--- config.mk ---
export PLATFORM = sky130hd
export DESIGN_NAME = sha256_byte_stream_hasher_unit
export DESIGN_NICKNAME = d
export VERILOG_FILES = /design/src/rtl/sha_pkg.sv /design/src/rtl/sha_ctrl.sv /design/src/rtl/sha_dp.sv /design/src/rtl/sha256_byte_stream_hasher_unit.sv
export SDC_FILE = /design/constraint.sdc
export NUM_CORES = 2
export LEC_CHECK = 0
export ABC_AREA = 1
export BUFFER_PORTS_ARGS = -buffer_cell sky130_fd_sc_hd__buf_2
export CORE_MARGIN = 2
export CORE_UTILIZATION = 30
export DETAILED_ROUTE_END_ITERATION = 8
export PLACE_DENSITY_LB_ADDON = 0.3
export RECOVER_POWER = 25
export SLEW_MARGIN = 25
export SYNTH_ARGS = -nofsm -noshare
export SYNTH_HDL_FRONTEND = slang
export SYNTH_SLANG_ARGS = --single-unit
--- constraint.sdc ---
create_clock -name clk_i -period 41.2 [get_ports clk_i]
set_clock_uncertainty 0.05 [all_clocks]
set_input_delay 0 -clock clk_i [delete_from_list [all_inputs] [get_ports clk_i]]
set_output_delay 0 -clock clk_i [all_outputs]
set_load 0.05 [all_outputs]
--- src/rtl/sha_pkg.sv ---
// shared types, constants and functions of the sha-256 byte stream hasher
package sha_pkg;

  localparam int unsigned BlkBytes = 64;
  localparam int unsigned BlkWords = 16;
  localparam int unsigned Rounds   = 64;
  localparam int unsigned CntW     = 61;
  localparam logic [7:0]  PadByte  = 8'h80;

  localparam logic [31:0] InitH [8] = '{
    32'h6A09E667, 32'hBB67AE85, 32'h3C6EF372, 32'hA54FF53A,
    32'h510E527F, 32'h9B05688C, 32'h1F83D9AB, 32'h5BE0CD19};

  localparam logic [31:0] RoundK [64] = '{
    32'h428A2F98, 32'h71374491, 32'hB5C0FBCF, 32'hE9B5DBA5, 32'h3956C25B, 32'h59F111F1,
    32'h923F82A4, 32'hAB1C5ED5, 32'hD807AA98, 32'h12835B01, 32'h243185BE, 32'h550C7DC3,
    32'h72BE5D74, 32'h80DEB1FE, 32'h9BDC06A7, 32'hC19BF174, 32'hE49B69C1, 32'hEFBE4786,
    32'h0FC19DC6, 32'h240CA1CC, 32'h2DE92C6F, 32'h4A7484AA, 32'h5CB0A9DC, 32'h76F988DA,
    32'h983E5152, 32'hA831C66D, 32'hB00327C8, 32'hBF597FC7, 32'hC6E00BF3, 32'hD5A79147,
    32'h06CA6351, 32'h14292967, 32'h27B70A85, 32'h2E1B2138, 32'h4D2C6DFC, 32'h53380D13,
    32'h650A7354, 32'h766A0ABB, 32'h81C2C92E, 32'h92722C85, 32'hA2BFE8A1, 32'hA81A664B,
    32'hC24B8B70, 32'hC76C51A3, 32'hD192E819, 32'hD6990624, 32'hF40E3585, 32'h106AA070,
    32'h19A4C116, 32'h1E376C08, 32'h2748774C, 32'h34B0BCB5, 32'h391C0CB3, 32'h4ED8AA4A,
    32'h5B9CCA4F, 32'h682E6FF3, 32'h748F82EE, 32'h78A5636F, 32'h84C87814, 32'h8CC70208,
    32'h90BEFFFA, 32'hA4506CEB, 32'hBEF9A3F7, 32'hC67178F2};

  typedef enum logic [2:0] {
    StIdle, StRound, StFold, StPad, StOut
  } ctl_state_e;

  // byte write source
  typedef enum logic [1:0] {
    WrMsg, WrPad, WrZero, WrLen
  } wr_sel_e;

  typedef struct packed {
    logic    wr_en;
    wr_sel_e wr_sel;
    logic    cnt_inc;
    logic    pos_inc;
    logic    start;
    logic    round;
    logic    fold;
    logic    out_load;
    logic    out_shift;
    logic    clear;
  } ctl_cmd_t;

  typedef struct packed {
    logic       pos_full;
    logic [5:0] pos;
    logic       round_last;
    logic [2:0] out_idx;
  } dp_sts_t;

  function automatic logic [31:0] ror(input logic [31:0] x, input int unsigned n);
    return (x >> n) | (x << (32 - n));
  endfunction

endpackage

--- src/rtl/sha_ctrl.sv ---
// controller state machine of the sha-256 hasher
module sha_ctrl import sha_pkg::*; (
  input  logic     clk_i,
  input  logic     rst_ni,
  input  logic     in_valid_i,
  output logic     in_ready_o,
  input  logic     byte_present_i,
  input  logic     msg_end_i,
  output logic     out_valid_o,
  input  logic     out_ready_i,
  output ctl_cmd_t cmd_o,
  input  dp_sts_t  sts_i
);

  ctl_state_e state_q, state_d;
  logic fin_q, fin_d;   // message end pending
  logic len_q, len_d;   // length already written in current pad block
  // true once the pad byte went into a block that still has room for the length, or once a pad block fills
  logic pad_done_q, pad_done_d;

  always_ff @(posedge clk_i or negedge rst_ni) begin
    if (!rst_ni) begin
      state_q <= StIdle;
      fin_q   <= 1'b0;
      len_q   <= 1'b0;
    end else begin
      state_q <= state_d;
      fin_q   <= fin_d;
      len_q   <= len_d;
    end
  end

  logic acc;
  assign acc = in_valid_i && in_ready_o;

  always_comb begin
    state_d = state_q;
    fin_d   = fin_q;
    len_d   = len_q;
    case (state_q)
      StIdle: begin
        if (acc) begin
          if (byte_present_i && sts_i.pos == 6'd63) begin
            state_d = StRound;
            fin_d   = msg_end_i;
          end else if (msg_end_i) begin
            state_d = StPad;
            fin_d   = 1'b1;
          end
        end
      end
      StRound: if (sts_i.round_last) state_d = StFold;
      StFold: begin
        if (!fin_q) state_d = StIdle;
        else if (len_q) state_d = StOut;
        else state_d = StPad;
        len_d = 1'b0;
      end
      StPad: begin
        // the first pad step writes the pad byte at the current position
        if (sts_i.pos_full) begin
          state_d = StRound;
          len_d   = pad_done_q;
        end
      end
      StOut: begin
        if (out_ready_i && sts_i.out_idx == 3'd7) begin
          state_d = StIdle;
          fin_d   = 1'b0;
        end
      end
      default: state_d = StIdle;
    endcase
  end

  logic pad_first_q, pad_first_d;
  always_ff @(posedge clk_i or negedge rst_ni) begin
    if (!rst_ni) pad_first_q <= 1'b0;
    else pad_first_q <= pad_first_d;
  end

  always_comb begin
    cmd_o       = '0;
    cmd_o.wr_sel = WrMsg;
    in_ready_o  = 1'b0;
    out_valid_o = 1'b0;
    pad_first_d = pad_first_q;
    case (state_q)
      StIdle: begin
        in_ready_o = 1'b1;
        if (acc && byte_present_i) begin
          cmd_o.wr_en   = 1'b1;
          cmd_o.cnt_inc = 1'b1;
          cmd_o.pos_inc = 1'b1;
          if (sts_i.pos == 6'd63) cmd_o.start = 1'b1;
        end
        pad_first_d = 1'b1;
      end
      StRound: cmd_o.round = 1'b1;
      StFold: begin
        cmd_o.fold = 1'b1;
        if (len_q) cmd_o.out_load = 1'b1;
      end
      StPad: begin
        cmd_o.wr_en   = 1'b1;
        cmd_o.pos_inc = 1'b1;
        pad_first_d   = 1'b0;
        if (pad_first_q) cmd_o.wr_sel = WrPad;
        else if (sts_i.pos >= 6'd56 && !len_q && pad_done_q) cmd_o.wr_sel = WrLen;
        else cmd_o.wr_sel = WrZero;
        if (sts_i.pos_full) cmd_o.start = 1'b1;
      end
      StOut: begin
        out_valid_o = 1'b1;
        if (out_ready_i) cmd_o.out_shift = 1'b1;
        if (out_ready_i && sts_i.out_idx == 3'd7) cmd_o.clear = 1'b1;
      end
      default: ;
    endcase
  end

  always_comb begin
    pad_done_d = pad_done_q;
    if (state_q == StIdle) pad_done_d = 1'b0;
    else if (state_q == StPad && sts_i.pos == 6'd63) pad_done_d = 1'b1;
    else if (state_q == StPad && pad_first_q) pad_done_d = sts_i.pos < 6'd56;
  end
  always_ff @(posedge clk_i or negedge rst_ni) begin
    if (!rst_ni) pad_done_q <= 1'b0;
    else pad_done_q <= pad_done_d;
  end

endmodule

--- src/rtl/sha_dp.sv ---
// datapath of the sha-256 hasher: block words, schedule, rounds and chain
module sha_dp import sha_pkg::*; (
  input  logic        clk_i,
  input  logic        rst_ni,
  input  logic [7:0]  msg_byte_i,
  input  ctl_cmd_t    cmd_i,
  output dp_sts_t     sts_o,
  output logic [31:0] digest_word_o,
  output logic [2:0]  digest_index_o,
  output logic        digest_last_o
);

  logic [5:0]    pos_q;
  logic [CntW-1:0] cnt_q;
  logic [31:0]   h_q [8];
  logic [31:0]   v_q [8];
  logic [31:0]   w_q [BlkWords];
  logic [5:0]    rnd_q;
  logic [31:0]   dig_q [8];
  logic [2:0]    oidx_q;

  logic [63:0] bits;
  assign bits = {cnt_q, 3'b000};

  logic [7:0] wr_byte;
  always_comb begin
    case (cmd_i.wr_sel)
      WrMsg:   wr_byte = msg_byte_i;
      WrPad:   wr_byte = PadByte;
      WrZero:  wr_byte = 8'h00;
      WrLen:   wr_byte = bits[8*(7-pos_q[2:0]) +: 8];
      default: wr_byte = 8'h00;
    endcase
  end

  always_ff @(posedge clk_i or negedge rst_ni) begin
    if (!rst_ni) begin
      pos_q <= '0;
      cnt_q <= '0;
    end else begin
      if (cmd_i.clear) pos_q <= '0;
      else if (cmd_i.pos_inc) pos_q <= pos_q + 6'd1;
      if (cmd_i.clear) cnt_q <= '0;
      else if (cmd_i.cnt_inc) cnt_q <= cnt_q + 1'b1;
    end
  end

  // message schedule over a 16-word window
  logic [31:0] s0, s1, w_new;
  assign s0 = ror(w_q[1], 7) ^ ror(w_q[1], 18) ^ (w_q[1] >> 3);
  assign s1 = ror(w_q[14], 17) ^ ror(w_q[14], 19) ^ (w_q[14] >> 10);
  assign w_new = w_q[0] + s0 + w_q[9] + s1;

  logic [31:0] ch, mj, bs0, bs1, t1, t2;
  assign ch  = (v_q[4] & v_q[5]) ^ (~v_q[4] & v_q[6]);
  assign mj  = (v_q[0] & v_q[1]) ^ (v_q[0] & v_q[2]) ^ (v_q[1] & v_q[2]);
  assign bs0 = ror(v_q[0], 2) ^ ror(v_q[0], 13) ^ ror(v_q[0], 22);
  assign bs1 = ror(v_q[4], 6) ^ ror(v_q[4], 11) ^ ror(v_q[4], 25);
  assign t1  = v_q[7] + bs1 + ch + RoundK[rnd_q] + w_q[0];
  assign t2  = bs0 + mj;

  // bytes land big-endian in the schedule window, which doubles as the block buffer
  always_ff @(posedge clk_i) begin
    if (cmd_i.round) begin
      for (int i = 0; i < BlkWords-1; i++) w_q[i] <= w_q[i+1];
      w_q[BlkWords-1] <= w_new;
    end else if (cmd_i.wr_en) begin
      w_q[pos_q[5:2]][{~pos_q[1:0], 3'b000} +: 8] <= wr_byte;
    end
    if (cmd_i.start) begin
      for (int i = 0; i < 8; i++) v_q[i] <= h_q[i];
    end else if (cmd_i.round) begin
      v_q[7] <= v_q[6];
      v_q[6] <= v_q[5];
      v_q[5] <= v_q[4];
      v_q[4] <= v_q[3] + t1;
      v_q[3] <= v_q[2];
      v_q[2] <= v_q[1];
      v_q[1] <= v_q[0];
      v_q[0] <= t1 + t2;
    end
  end

  always_ff @(posedge clk_i or negedge rst_ni) begin
    if (!rst_ni) begin
      rnd_q <= '0;
      oidx_q <= '0;
      for (int i = 0; i < 8; i++) h_q[i] <= InitH[i];
    end else begin
      if (cmd_i.start) rnd_q <= '0;
      else if (cmd_i.round) rnd_q <= rnd_q + 6'd1;
      if (cmd_i.clear) begin
        for (int i = 0; i < 8; i++) h_q[i] <= InitH[i];
      end else if (cmd_i.fold) begin
        for (int i = 0; i < 8; i++) h_q[i] <= h_q[i] + v_q[i];
      end
      if (cmd_i.out_load) oidx_q <= '0;
      else if (cmd_i.out_shift) oidx_q <= oidx_q + 3'd1;
    end
  end

  always_ff @(posedge clk_i) begin
    if (cmd_i.out_load) begin
      for (int i = 0; i < 8; i++) dig_q[i] <= h_q[i] + v_q[i];
    end
  end

  assign sts_o.pos_full   = pos_q == 6'd63;
  assign sts_o.pos        = pos_q;
  assign sts_o.round_last = rnd_q == 6'(Rounds-1);
  assign sts_o.out_idx    = oidx_q;

  assign digest_word_o  = dig_q[oidx_q];
  assign digest_index_o = oidx_q;
  assign digest_last_o  = oidx_q == 3'd7;

endmodule

--- src/rtl/sha256_byte_stream_hasher_unit.sv ---
// top level of the sha-256 byte stream hasher
// Every 64th byte starts a 64-round compression
// (one round per cycle in the shared round unit) followed by a fold step, during which
// input is held off. An end transfer fills the block with pad, zeros and the bit
// length one byte per cycle, compresses one or two final blocks, then presents
// the eight digest words, word 0 first, digest_last on word 7.
module sha256_byte_stream_hasher_unit import sha_pkg::*; (
  input  logic        clk_i,
  input  logic        rst_ni,
  input  logic        in_valid_i,
  output logic        in_ready_o,
  input  logic [7:0]  msg_byte_i,
  input  logic        byte_present_i,
  input  logic        msg_end_i,
  output logic        out_valid_o,
  input  logic        out_ready_i,
  output logic [31:0] digest_word_o,
  output logic [2:0]  digest_index_o,
  output logic        digest_last_o
);

  ctl_cmd_t cmd;
  dp_sts_t  sts;

  sha_ctrl u_ctrl (
    .clk_i, .rst_ni, .in_valid_i, .in_ready_o, .byte_present_i, .msg_end_i,
    .out_valid_o, .out_ready_i, .cmd_o(cmd), .sts_i(sts)
  );

  sha_dp u_dp (
    .clk_i, .rst_ni, .msg_byte_i, .cmd_i(cmd), .sts_o(sts),
    .digest_word_o, .digest_index_o, .digest_last_o
  );

endmodule

# [After elaboration in Yosys (flattened, before gate mapping)]
# Memory sizes are Yosys's and may differ from the RTL's.
# Cells that the tools add are included.
[op_classes] n_shift=3 reduce_logical=24 order_cmp=3 n_eq_ne=15 addsub=24 mux=72 bitwise_logic=37
[ops] cell="$add 32x32->32" count=18
[ops] cell="$mux 256" count=2
[ops] cell="$mux 32" count=13
[ops] cell="$xor 32x32->32" count=9
[ops] cell="$and 32x32->32" count=5
[ops] cell="$mux 61" count=2
[ops] cell="$shiftx 64x33->8" count=1
[ops] cell="$add 61x1->61 const B" count=1
[ops] cell="$mux 3" count=11
[ops] cell="$not 32->32" count=1
[ops] cell="$or 10x32->32" count=1
[ops] cell="$or 13x32->32" count=1
[ops] cell="$or 14x32->32" count=1
[ops] cell="$or 15x32->32" count=1
[ops] cell="$or 19x32->32" count=1
[ops] cell="$or 21x32->32" count=1
[ops] cell="$or 25x32->32" count=1
[ops] cell="$or 26x32->32" count=1
[ops] cell="$or 30x32->32" count=1
[ops] cell="$or 7x32->32" count=1
[ops] cell="$pmux 8 s4" count=1
[ops] cell="$reduce_or 32->1" count=1
[ops] cell="$shift 8x7->32 const A" count=1
[ops] cell="$shiftx 8x7->32" count=1
[ops] cell="other kinds (37)" count=101
[totals] memories=4 out_inout_bits=38 reg_bits=339 ram_bits=1024 rom_bits=2048 elab_cells=199
[memory_table] memory="(no name shown)" words=64 word_bits=32 rd=1 rd_ports_with_merged_regs=0 write_ports=0 line_no="sha_dp.sv:59" source="assign t1 = v_q[7] + bs1 + ch + RoundK[rnd_q] + w_q[0];"
[memory_table] memory="u_dp.w_q" words=16 word_bits=32 rd=16 rd_ports_with_merged_regs=0 write_ports=16 line_no="sha_dp.sv:17" source="logic [31:0] w_q [BlkWords];"
[memory_table] memory="u_dp.dig_q" words=8 word_bits=32 rd=1 rd_ports_with_merged_regs=0 write_ports=8 line_no="sha_dp.sv:19" source="logic [31:0] dig_q [8];"
[memory_table] memory="u_dp.v_q" words=8 word_bits=32 rd=8 rd_ports_with_merged_regs=0 write_ports=8 line_no="sha_dp.sv:16" source="logic [31:0] v_q [8];"

# [Logic depth before layout (Yosys ltp)]
[logic_depth] ltp_word=11 mapped_depth=49 ltp_nobuf=48

# [Cells and area by module]
# A second synthesis with hierarchy kept.
[hier_totals] hier_cells=10617 area_unflattened_um2=89364.5
[by_module_without_submodules] mod="sha_dp" instances=1 seq_area_each_um2=39227.6 cells_per_inst=10528 area_per_inst_um2=88810.2
[by_module_without_submodules] mod="sha_ctrl" instances=1 seq_area_each_um2=175.2 cells_per_inst=89 area_per_inst_um2=554.3

# [Least setup slack after synthesis]
# No wires, ideal clock.
[synth_timing] kind="register to register" from="reg u_ctrl.state_q[2]" to="reg u_dp.rnd_q[0]" path_stages_with_launch=9 required_time_ns=40.261 arrival_time_ns=19.600 setup_slack_ns=20.661 path_buffers=0 cell_sequence="dfrtp_1 -> nor2_2 -> nand2_2 -> nor2_8 -> inv_4 -> nand2_2 -> nand2_1 -> o21ai_0 -> o21ai_0"
[synth_between] elab_chain_len=7
[synth_rtl] element="start: declaration" line_no="sha_ctrl.sv:15" source="ctl_state_e state_q, state_d;"
[synth_rtl] element="start signal: assignment" line_no="sha_ctrl.sv:23" source="state_q <= StIdle;"
[synth_rtl] element="start signal: assignment" line_no="sha_ctrl.sv:27" source="state_q <= state_d;"
[synth_rtl] element="$logic_not 3->1" line_no="sha_ctrl.sv:88" source="case (state_q)"
[synth_rtl] element="$mux 1" line_no="sha_ctrl.sv:88"
[synth_rtl] element="$logic_and 1x1->1" line_no="sha_ctrl.sv:34" source="assign acc = in_valid_i && in_ready_o;"
[synth_rtl] element="$logic_and 1x1->1" line_no="sha_ctrl.sv:91" source="if (acc && byte_present_i) begin"
[synth_rtl] element="$mux 3" line_no="sha_ctrl.sv:91"
[synth_rtl] element="$pmux 2 s2" line_no="sha_ctrl.sv:88"
[synth_rtl] element="$mux 6 / $reduce_bool 2->1 (equally long branches)"
[synth_rtl] element="end signal: assignment" line_no="sha_dp.sv:91" source="else if (cmd_i.round) rnd_q <= rnd_q + 6'd1;"
[synth_rtl] element="end: declaration" line_no="sha_dp.sv:18" source="logic [5:0] rnd_q;"
# Several ways; a longest one is shown, not always the timed one.
# A chain may end at the register's enable or synchronous reset.

==> results.md <==
- Status: finished, violations left
- Failing checks: max-capacitance violations, max-slew violations
- Starting Density: 30.2%
- Synthesis warning total: 0
- DRT iter0 DRCs: 9,035
- Area added between synthesis and finish: 10.7%
- Fin Setup TNS: 0 ns
- Post-CTS Setup Bufs: 0
- Synth Area per Inst: 8.48 sq um
- Post-synth EDFFs: 1,024
- Root Driver: clkbuf_16
- Largest area contributor in the synthesized netlist: edfxtp_1
- # IOs: 52
- Rows: 199
- Count of final hold-check violations: 0
- Die width: 548 um
- Final min period: 15.22 ns
- Die Ht: 548 um
- Worst Path Arrival: 15.62 ns
- Worst-path clk slew: 0.06 ns
- Yosys top cell area share: 34.6%
- CTS Buf Count: 166
- Final period utilization: 36.9%
- Nets: 11,003
- CP Capture Type: flop
- Max Clk Rate: 65.7 MHz
- Pre-antenna DRT Iters: 7
- # DRC: 0
- Number of global-route vias before repair: 71,740
- Full die area: 300,000 sq um
- Asr flop ratio synth: 24.9%
- Worst-Skew Late Latency: 0.89 ns
- Largest net degree at the start of global routing: 174
- Max-Cap Viols: 20
- Crit path launch type: flop
- Via Count: 75,811
- Family with the most delay on the worst path: buffers and inverters
- Worst-Margin Slew: 8.87 ns
- Seq. cell area: 39,400 sq um
- GRT overflow: 0
- Dpl hpwl: 276,000 um
- Post-Route WL: 362,000 um
- Critical-path top delay cell: clkbuf_1
- Syn Nets: 11,083
- Post-route ant nets: 0
- Vias per inst: 5.25
- CTS sink cnt: 1,363
- Crit path required time: 41.60 ns
- Crit Path Category: reg -> reg
- Fin. max-slew vios: 1,259
- #FFs+latches synth: 1,363
- GRT Resource Usage Total: 23.4%
- CTS max path bufs: 4
- Top FF cell, synth: edfxtp_1
- Routed WL per cell: 25.0 um
- Mapped Area: 88,800 sq um
- Hold Crit Class: in -> reg
- # H-tree levels: 4
- Total setup violations reported at the end of the flow: 0
- RD Place Congestion: 1.02
- Area of the multi-input gates: 42,800 sq um
- Count leader, synth: nand2_1
- First-pass GRT wire length: 514,000 um
- Core area: 294,000 sq um
- Max transition margin: -492%
- Layout cells sized above 1: 5.62%
- Worst path most repeated cell: clkbuf_1
- Antenna violations before repair: 20
- Post-cts resize count: 0
- Worst Path Buf+Inv: 4
- Sequential-to-total area share from yosys stat: 44.4%
- CTS tree: done
- Synth cell count leaders: 2,409 x nand2_1, 1,288 x inv_1, 1,149 x o21ai_0, 1,024 x edfxtp_1, 812 x nor2_1
- Crit-path cells: nor3_4 > clkbuf_1 > clkinvlp_2 > nor2_1 > clkbuf_1 > buf_4
- RSZ-0062 raised after global routing: no
- CP Max Fanout: 121
- Fill cells: 31,221
- Synth cell types: 73
- Largest stage delay on the critical path: 5.55 ns
- Mapped Cells: 10,474
- Largest cells by area after synthesis: edfxtp_1 35%, nand2_1 10%, o21ai_0 6.5%
- Port bufs: 51
cell usage in the layout (no fill, tap or decap), types with 38 or more instances in the layout:
cell type and count:
a21oi_1 495, o22ai_1 164, o21ai_1 144, xnor2_1 220, buf_4 65, buf_2 46
o21bai_1 56, nand4_1 81, nor3_1 104, dfrtp_1 201, nand2_1 2409, a21o_1 64
fa_1 195, o21ai_0 1147, clkbuf_16 167, a31oi_1 74, inv_1 1285, nor4_1 38
clkbuf_1 60, xor2_1 293, dfstp_2 132, nand3_1 343, edfxtp_1 1024, nor2_1 812
ha_1 400
per-stage QoR:
step                hold WS (ns)  setup slack [ns]  std cells  util (%)  instance area [sq um]
floorplan                 -0.346             20.66      10474         -                  88800
global placement           0.109             31.77      14135      31.6                  93000
detailed placement         0.112             32.10      14135      31.6                  93000
CTS                       0.0475             32.06      14443      33.5                  98500
global route               0.159             25.12      14443      33.4                  98300
finish                    0.0818             25.98      14449      33.4                  98300
layout make-up:
| cell class | count | area share (%) |
|---|---|---|
| Clock buffer | 212 | 4.49 |
| Inverter | 1302 | 4.98 |
| Tap cell | 3919 | 4.99 |
| Timing Repair Buffer | 142 | 0.906 |
| Sequential cell | 1363 | 40.1 |
| Multi-Input combinational cell | 7419 | 43.6 |
| Clock inverter | 86 | 0.970 |
| Antenna cell | 6 | 0.0153 |
final timing paths:
check / from / end / slack (ns) / cells past startpoint
setup reg to reg: u_ctrl.state_q[2] / u_dp.dig_q[2][26] / 25.98 / 6
hold / removal: msg_byte_i[7] / u_dp.w_q[7][15] / 0.08 / 7
hold reg to reg: u_dp.cnt_q[58] / u_dp.cnt_q[58] / 0.43 / 1
setup / recovery: u_ctrl.state_q[2] / u_dp.dig_q[2][26] / 25.98 / 6
min in group asynchronous: rst_ni / u_dp.h_q[82] / 2.10 / 3
max in group asynchronous: rst_ni / u_dp.h_q[204] / 30.93 / 6
kinds of logic (layout without fill, tap and decap cells):
kind of cell / Yosys count / in the layout / share of synthesized area, %
simple gates: 3933 / 3933 / 18.2
flops: 1363 / 1363 / 44.4
mux: 1 / 1 / 0.0113
other cells: 0 / 6 / 0
xor+xnor: 513 / 513 / 5.06
buf+inv: 1692 / 1742 / 7.39
fa+ha+maj: 596 / 596 / 10.0
compound gates: 2376 / 2376 / 14.9
worst reg2reg max path: stages (launching register included):
cell and delay [ns]:
dfrtp_1 0.43, nor3_4 0.18, clkbuf_1 2.04, clkinvlp_2 3.62
nor2_1 1.18, clkbuf_1 5.55, buf_4 1.73
registers in the layout, summed over array words and instances (netlist names), 3 cells and up:
name	cells
u_dp.w_q	512
u_dp.dig_q	256
u_dp.h_q	256
u_dp.v_q	256
u_dp.cnt_q	61
u_dp.pos_q	6
u_dp.rnd_q	6
u_ctrl.state_q	3
u_dp.digest_index_o	3
per-layer routing:
| layer | global-route usage (%) | part of all wire [%] | wire length [um] |
|---|---|---|---|
| met5 | 0 | 0.011 | 39 |
| met4 | 10.2 | 5.0 | 18000 |
| met3 | 3.98 | 8.3 | 30200 |
| met2 | 36.6 | 44 | 161000 |
| met1 | 31.7 | 42 | 153000 |
timing repair:
item	CTS	global route
hold buffers	10	0
endpoints found under the hold margin	127	0
endpoints found under the setup margin	0	0
Power is not shown: default switching activity piles up to over one toggle a cycle in this logic, so the estimate is an artifact.
